$ cat config.mk
export PLATFORM = sky130hd
export DESIGN_NAME = bitmap_first_free_allocator
export DESIGN_NICKNAME = d
export VERILOG_FILES = /design/src/design/bffa_pkg.sv /design/src/design/bitmap_first_free_allocator.sv /design/src/design/bffa_ctrl.sv /design/src/design/bffa_dpath.sv
export SDC_FILE = /design/constraint.sdc
export NUM_CORES = 2
export LEC_CHECK = 0
export ABC_CLOCK_PERIOD_IN_PS = 5750
export BUFFER_PORTS_ARGS = -buffer_cell sky130_fd_sc_hd__clkbuf_2
export CAP_MARGIN = 30
export CORE_MARGIN = 4
export CORE_UTILIZATION = 35
export CTS_CLUSTER_DIAMETER = 150
export CTS_CLUSTER_SIZE = 24
export DETAILED_ROUTE_END_ITERATION = 8
export PLACE_DENSITY = 0.55
export SLEW_MARGIN = 20
export SYNTH_ARGS = -nofsm -noshare
export SYNTH_HDL_FRONTEND = slang
export SYNTH_HIERARCHICAL = 1
export SYNTH_SLANG_ARGS = --single-unit
$ cat constraint.sdc
create_clock -name clock -period 5.75 [get_ports clock]
set_input_delay 0.575 -clock clock [delete_from_list [all_inputs] [get_ports clock]]
set_output_delay 0.575 -clock clock [all_outputs]
set_load 0.005 [all_outputs]
$ cat src/design/bffa_pkg.sv
// shared types and constants for the bitmap first-free allocator
// no dependencies
`timescale 1ns / 1ps
`default_nettype none

package bffa_pkg;

   localparam int NUM_ENTRIES = 1024;
   localparam int WORD_W      = 32;
   localparam int BIT_W       = $clog2(WORD_W);
   localparam int NUM_WORDS   = NUM_ENTRIES / WORD_W;
   localparam int WADDR_W     = $clog2(NUM_WORDS);
   localparam int ENTRY_W     = 11;
   localparam int LIMW_W      = ENTRY_W - BIT_W;
   localparam int REQ_TDATA_W = 16;
   localparam int RSP_TDATA_W = 24;

   localparam logic [ENTRY_W-1:0] LIMIT_RESET = 11'd1024;

   typedef enum logic {
      REQ_ALLOC = 1'b0,
      REQ_FREE  = 1'b1
   } req_kind_type;

   typedef enum logic [1:0] {
      STATUS_OK       = 2'd0,
      STATUS_FULL     = 2'd1,
      STATUS_RANGE    = 2'd2,
      STATUS_NOTALLOC = 2'd3
   } status_type;

   typedef enum logic [2:0] {
      OP_NONE,
      OP_ALLOC_HIT,
      OP_ALLOC_FULL,
      OP_FREE_HIT,
      OP_FREE_MISS,
      OP_RANGE
   } op_type;

   typedef enum logic [2:0] {
      CS_IDLE,
      CS_SCAN_FIRST,
      CS_SCAN,
      CS_FREE_RD,
      CS_FREE_CHK,
      CS_DONE
   } ctl_state_type;

   typedef struct packed {
      logic   accept;
      logic   scan_rd;
      logic   free_rd;
      op_type op;
      logic   rsp_load;
   } dp_cmd_type;

   typedef struct packed {
      logic lim_zero;
      logic range_err;
      logic hit;
      logic last_word;
      logic bit_set;
   } dp_status_type;

endpackage

`default_nettype wire

$ cat src/design/bitmap_first_free_allocator.sv
// top level of the bitmap first-free allocator
// depends on bffa_pkg, bffa_ctrl and bffa_dpath
//
// channel   dir  handshake               payload
// req       in   req_tvalid/req_tready   tdata: entry_number; tuser: req_type
// rsp       out  rsp_tvalid/rsp_tready   tdata: granted_entry, free_count; tuser: status
// csr       in   csr_wr_en               csr_wr_data: entry_limit
//
// allocate: scans the bitmap from word 0 up to the word of the last entry below the limit
//   and stops at the first free bit, one 32-bit word per cycle from the single ram read port
// free: one ram read, plus one ram write if the entry is allocated; none when out of range
// reset clears the bitmap at once through per-word valid flags, no clearing pass
// a new request is taken while the previous result waits in the output register
`timescale 1ns / 1ps
`default_nettype none

module bitmap_first_free_allocator import bffa_pkg::*; (
   input  wire logic                   clock,
   input  wire logic                   reset,
   input  wire logic                   csr_wr_en,
   input  wire logic [ENTRY_W-1:0]     csr_wr_data,
   input  wire logic                   req_tvalid,
   output logic                        req_tready,
   input  wire logic [REQ_TDATA_W-1:0] req_tdata,    // entry_number[10:0]
   input  wire logic                   req_tuser,    // req_type[0]
   output logic                        rsp_tvalid,
   input  wire logic                   rsp_tready,
   output logic [RSP_TDATA_W-1:0]      rsp_tdata,    // granted_entry[10:0], free_count[21:11]
   output logic [1:0]                  rsp_tuser     // status[1:0]
);

   dp_cmd_type         dp_cmd;
   dp_status_type      dp_st;
   logic [ENTRY_W-1:0] rsp_granted;
   status_type         rsp_status;
   logic [ENTRY_W-1:0] rsp_free_count;

   bffa_ctrl u_ctrl (
      .clock      (clock),
      .reset      (reset),
      .req_tvalid (req_tvalid),
      .req_tready (req_tready),
      .req_kind   (req_kind_type'(req_tuser)),
      .rsp_tvalid (rsp_tvalid),
      .rsp_tready (rsp_tready),
      .dp_st      (dp_st),
      .dp_cmd     (dp_cmd)
   );

   bffa_dpath u_dpath (
      .clock          (clock),
      .reset          (reset),
      .csr_wr_en      (csr_wr_en),
      .csr_wr_data    (csr_wr_data),
      .req_number     (req_tdata[ENTRY_W-1:0]),
      .dp_cmd         (dp_cmd),
      .dp_st          (dp_st),
      .rsp_granted    (rsp_granted),
      .rsp_status     (rsp_status),
      .rsp_free_count (rsp_free_count)
   );

   assign rsp_tdata = RSP_TDATA_W'({rsp_free_count, rsp_granted});
   assign rsp_tuser = rsp_status;

endmodule

`default_nettype wire

$ cat src/design/bffa_ctrl.sv
// controller state machine of the bitmap first-free allocator
// depends on bffa_pkg; drives the datapath through dp_cmd_type
`timescale 1ns / 1ps
`default_nettype none

module bffa_ctrl import bffa_pkg::*; (
   input  wire logic          clock,
   input  wire logic          reset,
   input  wire logic          req_tvalid,
   output logic               req_tready,
   input  wire req_kind_type  req_kind,
   output logic               rsp_tvalid,
   input  wire logic          rsp_tready,
   input  wire dp_status_type dp_st,
   output dp_cmd_type         dp_cmd
);

   ctl_state_type state_ff, state_in;
   logic          rsp_valid_ff, rsp_valid_in;

   always_ff @(posedge clock) begin
      if (reset) begin
         state_ff     <= CS_IDLE;
         rsp_valid_ff <= 1'b0;
      end else begin
         state_ff     <= state_in;
         rsp_valid_ff <= rsp_valid_in;
      end
   end

   always_comb begin
      dp_cmd       = '0;
      dp_cmd.op    = OP_NONE;
      state_in     = state_ff;
      rsp_valid_in = rsp_valid_ff && !rsp_tready;
      case (state_ff)
         CS_IDLE: begin
            if (req_tvalid) begin
               dp_cmd.accept = 1'b1;
               state_in = (req_kind == REQ_ALLOC) ? CS_SCAN_FIRST : CS_FREE_RD;
            end
         end
         CS_SCAN_FIRST: begin
            if (dp_st.lim_zero) begin
               dp_cmd.op = OP_ALLOC_FULL;
               state_in  = CS_DONE;
            end else begin
               dp_cmd.scan_rd = 1'b1;
               state_in       = CS_SCAN;
            end
         end
         CS_SCAN: begin
            if (dp_st.hit) begin
               dp_cmd.op = OP_ALLOC_HIT;
               state_in  = CS_DONE;
            end else if (dp_st.last_word) begin
               dp_cmd.op = OP_ALLOC_FULL;
               state_in  = CS_DONE;
            end else begin
               dp_cmd.scan_rd = 1'b1;
            end
         end
         CS_FREE_RD: begin
            if (dp_st.range_err) begin
               dp_cmd.op = OP_RANGE;
               state_in  = CS_DONE;
            end else begin
               dp_cmd.free_rd = 1'b1;
               state_in       = CS_FREE_CHK;
            end
         end
         CS_FREE_CHK: begin
            dp_cmd.op = dp_st.bit_set ? OP_FREE_HIT : OP_FREE_MISS;
            state_in  = CS_DONE;
         end
         CS_DONE: begin
            if (!rsp_valid_ff || rsp_tready) begin
               dp_cmd.rsp_load = 1'b1;
               rsp_valid_in    = 1'b1;
               state_in        = CS_IDLE;
            end
         end
         default: begin
            state_in = CS_IDLE;
         end
      endcase
   end

   assign req_tready = (state_ff == CS_IDLE);
   assign rsp_tvalid = rsp_valid_ff;

endmodule

`default_nettype wire

$ cat src/design/bffa_dpath.sv
// datapath of the bitmap first-free allocator: bitmap ram, scan, counters, result
// depends on bffa_pkg; commanded by bffa_ctrl
`timescale 1ns / 1ps
`default_nettype none

module bffa_dpath import bffa_pkg::*; (
   input  wire logic               clock,
   input  wire logic               reset,
   input  wire logic               csr_wr_en,
   input  wire logic [ENTRY_W-1:0] csr_wr_data,
   input  wire logic [ENTRY_W-1:0] req_number,
   input  wire dp_cmd_type         dp_cmd,
   output dp_status_type           dp_st,
   output logic [ENTRY_W-1:0]      rsp_granted,
   output status_type              rsp_status,
   output logic [ENTRY_W-1:0]      rsp_free_count
);

   logic [WORD_W-1:0]  bitmap_mem [NUM_WORDS];
   logic [NUM_WORDS-1:0] row_valid_ff;

   logic [ENTRY_W-1:0] limit_ff;
   logic [ENTRY_W-1:0] lim_ff;
   logic [ENTRY_W-1:0] num_ff;
   logic [ENTRY_W-1:0] used_ff, used_in;
   logic [WADDR_W-1:0] scan_addr_ff;
   logic [WADDR_W-1:0] chk_addr_ff;
   logic [WORD_W-1:0]  rd_word_ff;
   logic               rd_vld_ff;
   logic [ENTRY_W-1:0] gnt_ff, gnt_in;
   status_type         stat_ff, stat_in;
   logic [ENTRY_W-1:0] rsp_granted_ff;
   status_type         rsp_status_ff;
   logic [ENTRY_W-1:0] rsp_free_ff;

   logic [ENTRY_W-1:0] lim_cap;
   logic [WORD_W-1:0]  word_eff;
   logic [WORD_W-1:0]  beyond_mask;
   logic [WORD_W-1:0]  free_vec;
   logic [BIT_W-1:0]   hit_bit;
   logic [LIMW_W-1:0]  chk_ext;
   logic [ENTRY_W-1:0] lim_m1;
   logic [ENTRY_W-1:0] free_idx;
   logic [WADDR_W-1:0] free_word;
   logic [BIT_W-1:0]   free_bit;
   logic [WADDR_W-1:0] rd_addr;
   logic               wr_en;
   logic [WADDR_W-1:0] wr_addr;
   logic [WORD_W-1:0]  wr_data;

   assign lim_cap = (32'(limit_ff) > NUM_ENTRIES) ? ENTRY_W'(NUM_ENTRIES) : limit_ff;

   // bitmap word as read, zero for rows not written since reset
   assign word_eff = rd_vld_ff ? rd_word_ff : '0;
   assign chk_ext  = LIMW_W'(chk_addr_ff);
   assign lim_m1   = lim_ff - ENTRY_W'(1);

   always_comb begin
      for (int b = 0; b < WORD_W; b++) begin
         if (chk_ext > lim_ff[ENTRY_W-1:BIT_W]) begin
            beyond_mask[b] = 1'b1;
         end else if (chk_ext == lim_ff[ENTRY_W-1:BIT_W]) begin
            beyond_mask[b] = (BIT_W'(b) >= lim_ff[BIT_W-1:0]);
         end else begin
            beyond_mask[b] = 1'b0;
         end
      end
   end

   assign free_vec = ~(word_eff | beyond_mask);

   always_comb begin
      hit_bit = '0;
      for (int b = WORD_W - 1; b >= 0; b--) begin
         if (free_vec[b]) begin
            hit_bit = BIT_W'(b);
         end
      end
   end

   assign free_idx  = num_ff - ENTRY_W'(1);
   assign free_word = free_idx[BIT_W +: WADDR_W];
   assign free_bit  = free_idx[BIT_W-1:0];

   assign dp_st.lim_zero  = (lim_ff == '0);
   assign dp_st.range_err = (num_ff == '0) || (num_ff > lim_ff);
   assign dp_st.hit       = |free_vec;
   assign dp_st.last_word = (chk_ext == lim_m1[ENTRY_W-1:BIT_W]);
   assign dp_st.bit_set   = word_eff[free_bit];

   assign rd_addr = dp_cmd.free_rd ? free_word : scan_addr_ff;

   always_comb begin
      wr_en   = 1'b0;
      wr_addr = chk_addr_ff;
      wr_data = word_eff;
      used_in = used_ff;
      gnt_in  = gnt_ff;
      stat_in = stat_ff;
      case (dp_cmd.op)
         OP_ALLOC_HIT: begin
            wr_en   = 1'b1;
            wr_data = word_eff | (WORD_W'(1) << hit_bit);
            used_in = used_ff + ENTRY_W'(1);
            gnt_in  = ENTRY_W'({chk_addr_ff, hit_bit}) + ENTRY_W'(1);
            stat_in = STATUS_OK;
         end
         OP_ALLOC_FULL: begin
            gnt_in  = '0;
            stat_in = STATUS_FULL;
         end
         OP_FREE_HIT: begin
            wr_en   = 1'b1;
            wr_addr = free_word;
            wr_data = word_eff & ~(WORD_W'(1) << free_bit);
            used_in = (used_ff != '0) ? used_ff - ENTRY_W'(1) : used_ff;
            gnt_in  = '0;
            stat_in = STATUS_OK;
         end
         OP_FREE_MISS: begin
            gnt_in  = '0;
            stat_in = STATUS_NOTALLOC;
         end
         OP_RANGE: begin
            gnt_in  = '0;
            stat_in = STATUS_RANGE;
         end
         default: begin
            wr_en = 1'b0;
         end
      endcase
   end

   // bitmap ram, one write and one registered read per cycle
   always_ff @(posedge clock) begin
      if (wr_en) begin
         bitmap_mem[wr_addr] <= wr_data;
      end
      rd_word_ff <= bitmap_mem[rd_addr];
      rd_vld_ff  <= row_valid_ff[rd_addr];
   end

   always_ff @(posedge clock) begin
      if (reset) begin
         row_valid_ff <= '0;
         limit_ff     <= LIMIT_RESET;
         used_ff      <= '0;
      end else begin
         if (wr_en) begin
            row_valid_ff[wr_addr] <= 1'b1;
         end
         if (csr_wr_en) begin
            limit_ff <= csr_wr_data;
         end
         used_ff <= used_in;
      end
   end

   always_ff @(posedge clock) begin
      gnt_ff  <= gnt_in;
      stat_ff <= stat_in;
      if (dp_cmd.accept) begin
         lim_ff       <= lim_cap;
         num_ff       <= req_number;
         scan_addr_ff <= '0;
      end else if (dp_cmd.scan_rd) begin
         scan_addr_ff <= scan_addr_ff + WADDR_W'(1);
      end
      if (dp_cmd.scan_rd) begin
         chk_addr_ff <= scan_addr_ff;
      end
      if (dp_cmd.rsp_load) begin
         rsp_granted_ff <= gnt_ff;
         rsp_status_ff  <= stat_ff;
         rsp_free_ff    <= (lim_ff > used_ff) ? lim_ff - used_ff : '0;
      end
   end

   assign rsp_granted    = rsp_granted_ff;
   assign rsp_status     = rsp_status_ff;
   assign rsp_free_count = rsp_free_ff;

endmodule

`default_nettype wire

; ---- Yosys cells after proc, flatten, opt, wreduce, memory -nomap -nowiden
; Memories as Yosys holds them, arrays and structs flattened. A register that Yosys moved wholly into a read port is not among the register bits.
; Index checks and enable logic that the tools add are counted.
[word_totals]
reg_bits = 128
latchBits = 0
mem_bits_rw = 1024
rom_bits = 0
inputBits = 33
mem_count = 1
[memory_table]
columns = name, depth, width, rd, rd_clocked_by_memory_dff, write_ports, line_no
row1 = u_dpath.bitmap_mem, 32, 32, 1, 1, 1, bffa_dpath.sv:19  ; logic [WORD_W-1:0] bitmap_mem [NUM_WORDS];
[classes]
addsub = 7
mul = 0
div_mod_pow = 0
magnitude_cmp = 40
eq_ne = 16
shift = 2
mux = 139
bitwise = 6
n_reduce_logical = 18
[ops]
columns = operator, n
row1 = 5-bit two-way mux, 34
row2 = 32-bit OR, 3
row3 = 1-bit two-way mux, 82
row4 = "5-bit greater-or-equal comparator, first input constant", 16
row5 = 32-bit inverter, 2
row6 = 32-bit case mux with 2 select lines, 1
row7 = "1-bit by 5-bit left shift with 32-bit output, first input constant", 2
row8 = 11-bit case mux with 2 select lines, 2
row9 = "4-bit by 5-bit greater-or-equal comparator with 1-bit output, first input constant", 8
row10 = 32-bit AND, 1
row11 = 32-bit two-way mux, 1
row12 = 32-bit OR reduction, 1
row13 = 3-bit two-way mux, 8
row14 = 11-bit greater-than comparator, 2
row15 = 11-bit zero test, 2
row16 = "11-bit by 1-bit subtractor with 11-bit output, second input constant", 2
row17 = "3-bit by 5-bit greater-or-equal comparator with 1-bit output, first input constant", 4
row18 = "5-bit by 6-bit less-than comparator with 1-bit output, second input constant", 3
row19 = 3-bit case mux with 6 select lines, 1
row20 = "3-bit by 2-bit == test with 1-bit output, second input constant", 4
row21 = "3-bit == test, second input constant", 4
row22 = 5-bit by 6-bit == test with 1-bit output, 2
row23 = 3-bit case mux with 4 select lines, 1
row24 = "10-bit by 1-bit adder with 11-bit output, second input constant", 1
row25 = other kinds (30), 41

; ---- Logic depth before layout (Yosys ltp)
[logic_depth]
ltp_word = 40
mapped_depth = 28
ltp_nobuf = 26

; ---- By module
; Netlist, hierarchy kept.
[by_module_without_submodules]
columns = module, n_inst, cells_per_inst, area_per_inst_um2, seq_area_each_um2
row1 = bffa_dpath, 1, 2620, 48169.9, 34513.1
row2 = bffa_ctrl, 1, 45, 334.1, 80.1
row3 = bitmap_first_free_allocator, 1, 3, 18.8, 0.0

; ---- Worst setup path after synthesis
; Ideal clock, no wire load.
[synth_timing]
path_type = reg2reg
start = reg u_dpath.chk_addr_ff[3]
end = mem u_dpath.bitmap_mem[12][0], enable pin
setup_time_ps = 423
arrival_time_ps = 5454
setup_slack_ps = -127
stages_incl_launch_ff = 17
cell_sequence = edfxtp_1 ha_1 and4b_1 buf_2 a32oi_1 or2_2 o41a_1 or2_4 or3_1 o32a_1 o21ai_1 nand2_1 nand2_1 o21ai_0 or3_1 clkbuf_1 nor2_1
[synth_rtl]
columns = item, line_no
row1 = "start, declared", bffa_dpath.sv:27  ; logic [WADDR_W-1:0] chk_addr_ff;
row2 = "start signal, assigned", bffa_dpath.sv:170  ; chk_addr_ff <= scan_addr_ff;
row3 = "end, declared", bffa_dpath.sv:19

==> impl_summary.log <==
[metrics] Tcrit/Tclk final: a little over nine tenths
[metrics] antenna violations before repair: 0
[metrics] final critical-path setup slack: around 240 ps
[metrics] Total Neg Setup Slack: 0 ps
[metrics] final cell utilization of the core: 40.30%
[metrics] gr ovfl total: 0
[metrics] instance area at placement: between 50000 and 60000 µm²
[metrics] Clk network pwr share: around 20%
[metrics] total iterations of the first detailed-routing run: 5
[metrics] count of non-filler cells in the finished layout: between 4000 and 5000
[metrics] sort of element at the end of the critical path: flip-flop
[metrics] vias per std cell: 5.535
[metrics] area of the mapped netlist: 48520 µm²
[metrics] commonest non-fill, non-tap cell in the layout: edfxtp_1
[metrics] maxcap violations: 0
[metrics] net switching share of the total power: 31.61%
[metrics] via count of the first global-routing pass: around 27000
[metrics] final-stage net count: about 3000
[metrics] post-detailed-route DRC marker count: 0
[metrics] Highest Clock Rate: between 150 and 200 MHz
[metrics] worst skew pair latency: 700 ps
[metrics] Mapped Avg Cell Area: roughly 18 µm²
[metrics] Worst R2R Setup Slack: 240 ps
[metrics] share of flip-flops with an asynchronous set or reset after synthesis: 0%
[metrics] fin area: 55480 µm²
[metrics] Min Clock Period, post-route: between 5000 and 6000 ps
[metrics] cell internal pwr: 15.45 mW
[metrics] net switching power of the design: ~7.1 mW
[metrics] clock buffers created by TritonCTS: 55
[metrics] critical-path cell with the highest stage delay: or2_2
[metrics] worst clock skew on the final layout: 38.98 ps
[metrics] Leak: between 15 and 20 nW
[metrics] WL final: roughly 130000 µm
[metrics] wire length of the first global-routing pass: between 150000 and 200000 µm
[metrics] flops & latches, synth: 1184
[metrics] Setup crit start kind: flip-flop
[metrics] I/O pin count: ~60
[metrics] count of buffer and inverter cells on the critical path: 4
[metrics] H-tree depth: 2
[metrics] largest net degree at the start of global routing: 76
[metrics] combinational group share of total power: between 30% and 40%
[metrics] power density of the placed cells: around 410 nW/µm²
[metrics] max incr delay on CP: about 730 ps
[metrics] remaining antenna violation count after routing: 0
[metrics] cell count after placement: 4618
[metrics] maximum buffer depth of the clock tree: 3
[metrics] critical path cell sequence: buf_4, inv_1, ha_1, nor2b_1, o21a_1, o21a_1, o21a_1, o21a_1, o21a_1, o211ai_1, a21oi_1, a21o_1, or2b_1, nor2_1, buf_4, nor2_1, a21oi_1, or2_2, buf_4, o22ai_1, nor2_1
[metrics] vias after detailed routing: between 20000 and 30000
[metrics] final weighted congestion of routability-driven global placement: roughly 0.94
[metrics] overall global routing resource usage: 18.09%
[metrics] synthesized netlist cell count: 2668
[metrics] worst slew slack as a fraction of its limit: around a third
[metrics] die extent in x: approximately 380 µm
[metrics] top library cells by usage in the layout, fill and taps aside: 1088 x edfxtp_1, 273 x mux4_2, 137 x buf_4, 137 x nor2_1, 132 x mux2_2
[metrics] Clk pin slew, worst setup/hold paths: 110 ps
[metrics] post-route worst hold slack: between 60 and 70 ps
[metrics] number of standard-cell rows in the floorplan: between 100 and 150
[metrics] category of the critical setup timing path: flip-flop to flip-flop
[metrics] top flip-flop cell by instance count after synthesis: edfxtp_1
[metrics] overall power: ~23 mW
[metrics] core region area: roughly 140000 µm²
[metrics] Hold Crit Class: input pin to flip-flop
[metrics] initial core utilization: approximately a third
[metrics] outcome: completed
[metrics] number of clock sinks: about 1200
[metrics] worst slack, placed: ~53 ps
[metrics] final number of hold-violating endpoints: 0
[metrics] clock tree from TritonCTS: done
[metrics] Clock Tree Root: clkbuf_16
[metrics] cell seen most often among critical-path stages: o21a_1
[metrics] number of distinct library cells after synthesis: 86
[metrics] die height: about 380 µm
[metrics] Slew Viols, Final: 0
[metrics] worst ir drop on vdd: a little over 0.0003 V
[metrics] number of I/O port buffers: 53
[metrics] final count of negative-setup-slack endpoints: 0
[metrics] CP Data Required Time: ~6300 ps
[metrics] largest fanout of any net on the critical path: 14
[metrics] initial DRC count: ~2400
[metrics] average detailed-routed wire length per instance: roughly 28 µm
[metrics] unrepaired setup endpoints after global routing: false
[metrics] number of flops mapped to enable cells by yosys: between 1000 and 1500
[metrics] share of cells above drive strength 1: about 29%
[metrics] cell family contributing the most delay on the critical path: compound AO/OA/AOI/OAI gates
[metrics] Tightest Pin Transition: around 1000 ps
[metrics] Synthesis Warnings: 6
[metrics] Arr. time, crit path: about 6100 ps
[metrics] Total Die Area: roughly 140000 µm²
[metrics] sequential cell area fraction in the yosys report: about 71%
[metrics] relative contribution of sequential cells to total power: between 40 and 50%
[metrics] Area Overhead vs Synth: 14.34%
[metrics] Detailed Place HPWL: around 85000 µm
## flip-flops by register name (all words and copies together), names as in the netlist, 3 cells and up
name / cells
u_dpath/bitmap_mem: 1024
u_dpath/rd_word_ff: 32
u_dpath/row_valid_ff: 32
u_dpath/gnt_ff: 11
u_dpath/lim_ff: 11
u_dpath/limit_ff: 11
u_dpath/num_ff: 11
u_dpath/rsp_free_count: 11
u_dpath/rsp_granted: 11
u_dpath/used_ff: 11
u_dpath/chk_addr_ff: 5
u_dpath/scan_addr_ff: 5
u_ctrl/state_ff: 3
## logic make-up after synthesis
logic type | count (synthesis) | share of synthesized area, %
DFF | 1184 | 71.29
and+or+nand+nor | 465 | 4.587
muxes | 422 | 16.09
AOI/OAI and AO/OA | 343 | 4.721
buffers and inverters | 173 | 1.444
adders and majority gates | 50 | 1.320
xor gates and xnor gates | 30 | 0.5415
other | 1 | 0.007728
## worst paths after layout
kind                                        start                               end  cells past startpoint
hold reg to reg   u_dpath/gnt_ff[6]$_SDFFCE_PP0P_  u_dpath/rsp_granted[6]$_DFFE_PP_                      0
setup reg to reg  u_dpath/lim_ff[1]$_SDFFCE_PN0P_     u_dpath/rd_word_ff[7]$_DFF_P_                     21
setup / recovery  u_dpath/lim_ff[1]$_SDFFCE_PN0P_     u_dpath/rd_word_ff[7]$_DFF_P_                     21
hold / removal                       req_tdata[9]       u_dpath/num_ff[9]$_DFFE_PP_                      1
## cells in the mapped netlist (4+ instances only)
master	number	area share (%)
dfxtp_1	96	4.0
a211oi_1	6	0.093
inv_1	46	0.36
or4_1	5	0.077
mux4_2	273	13
o21a_1	47	0.73
a21o_1	4	0.062
o211ai_1	19	0.29
o21ai_0	47	0.48
xnor2_1	16	0.29
a32oi_1	4	0.072
a21boi_0	4	0.062
buf_2	26	0.27
nor4_1	11	0.14
nor3b_1	4	0.062
or2_2	5	0.064
o21ai_1	5	0.052
edfxtp_1	1088	67
nor2b_1	20	0.26
and3_1	8	0.10
o22ai_1	95	1.2
o31ai_1	12	0.19
nand3_1	26	0.27
a21oi_1	44	0.45
and2_1	6	0.077
clkbuf_1	65	0.50
a31oi_1	8	0.10
nor2_1	169	1.3
o32ai_1	5	0.090
xor2_1	14	0.25
nand2b_1	10	0.13
nor3_1	31	0.32
buf_1	31	0.24
or3_1	11	0.14
nand2_1	120	0.93
nand4_1	15	0.19
mux2i_1	17	0.35
nand3b_1	4	0.062
ha_1	48	1.2
mux2_2	132	3.1
## power groups by stage
stage	clock network, mW	logic [mW]	registers, mW
after global routing	4.92	7.97	10.7
after detailed placement	0	7.44	10.9
after global placement	0	7.33	10.9
after floorplan	0	4.70	10.7
after CTS	4.60	7.47	10.7
final	4.45	7.42	10.7
## per-layer routing
layer | track usage, % | part of all wire [%] | vias to the layer above
li1 | - | - | 11225
met2 | 30.82 | 50 | 780
met4 | 4.147 | 2.3 | 0
met1 | 24.56 | 43 | 13936
met5 | 0 | 0 | -
met3 | 2.761 | 5.4 | 149
## layout make-up
cell class	instances	area, µm²
diodes	1	2.502
clock buffers	90	1550
clock inverters	2	36.28
fillers	12175	82180
inverters	47	176.4
multi-input cells	1312	13740
flip-flops and latches	1184	34590
well taps	1794	2245
repair buffers	284	3133
## timing repair
action | 4_1_cts | 5_1_grt
hold buffers | 0 | 0
gates resized for setup | 0 | 7
setup endpoints to repair | 0 | 851
buffers inserted | 0 | 2
No activity file was read; power rests on OpenSTA's default activity.
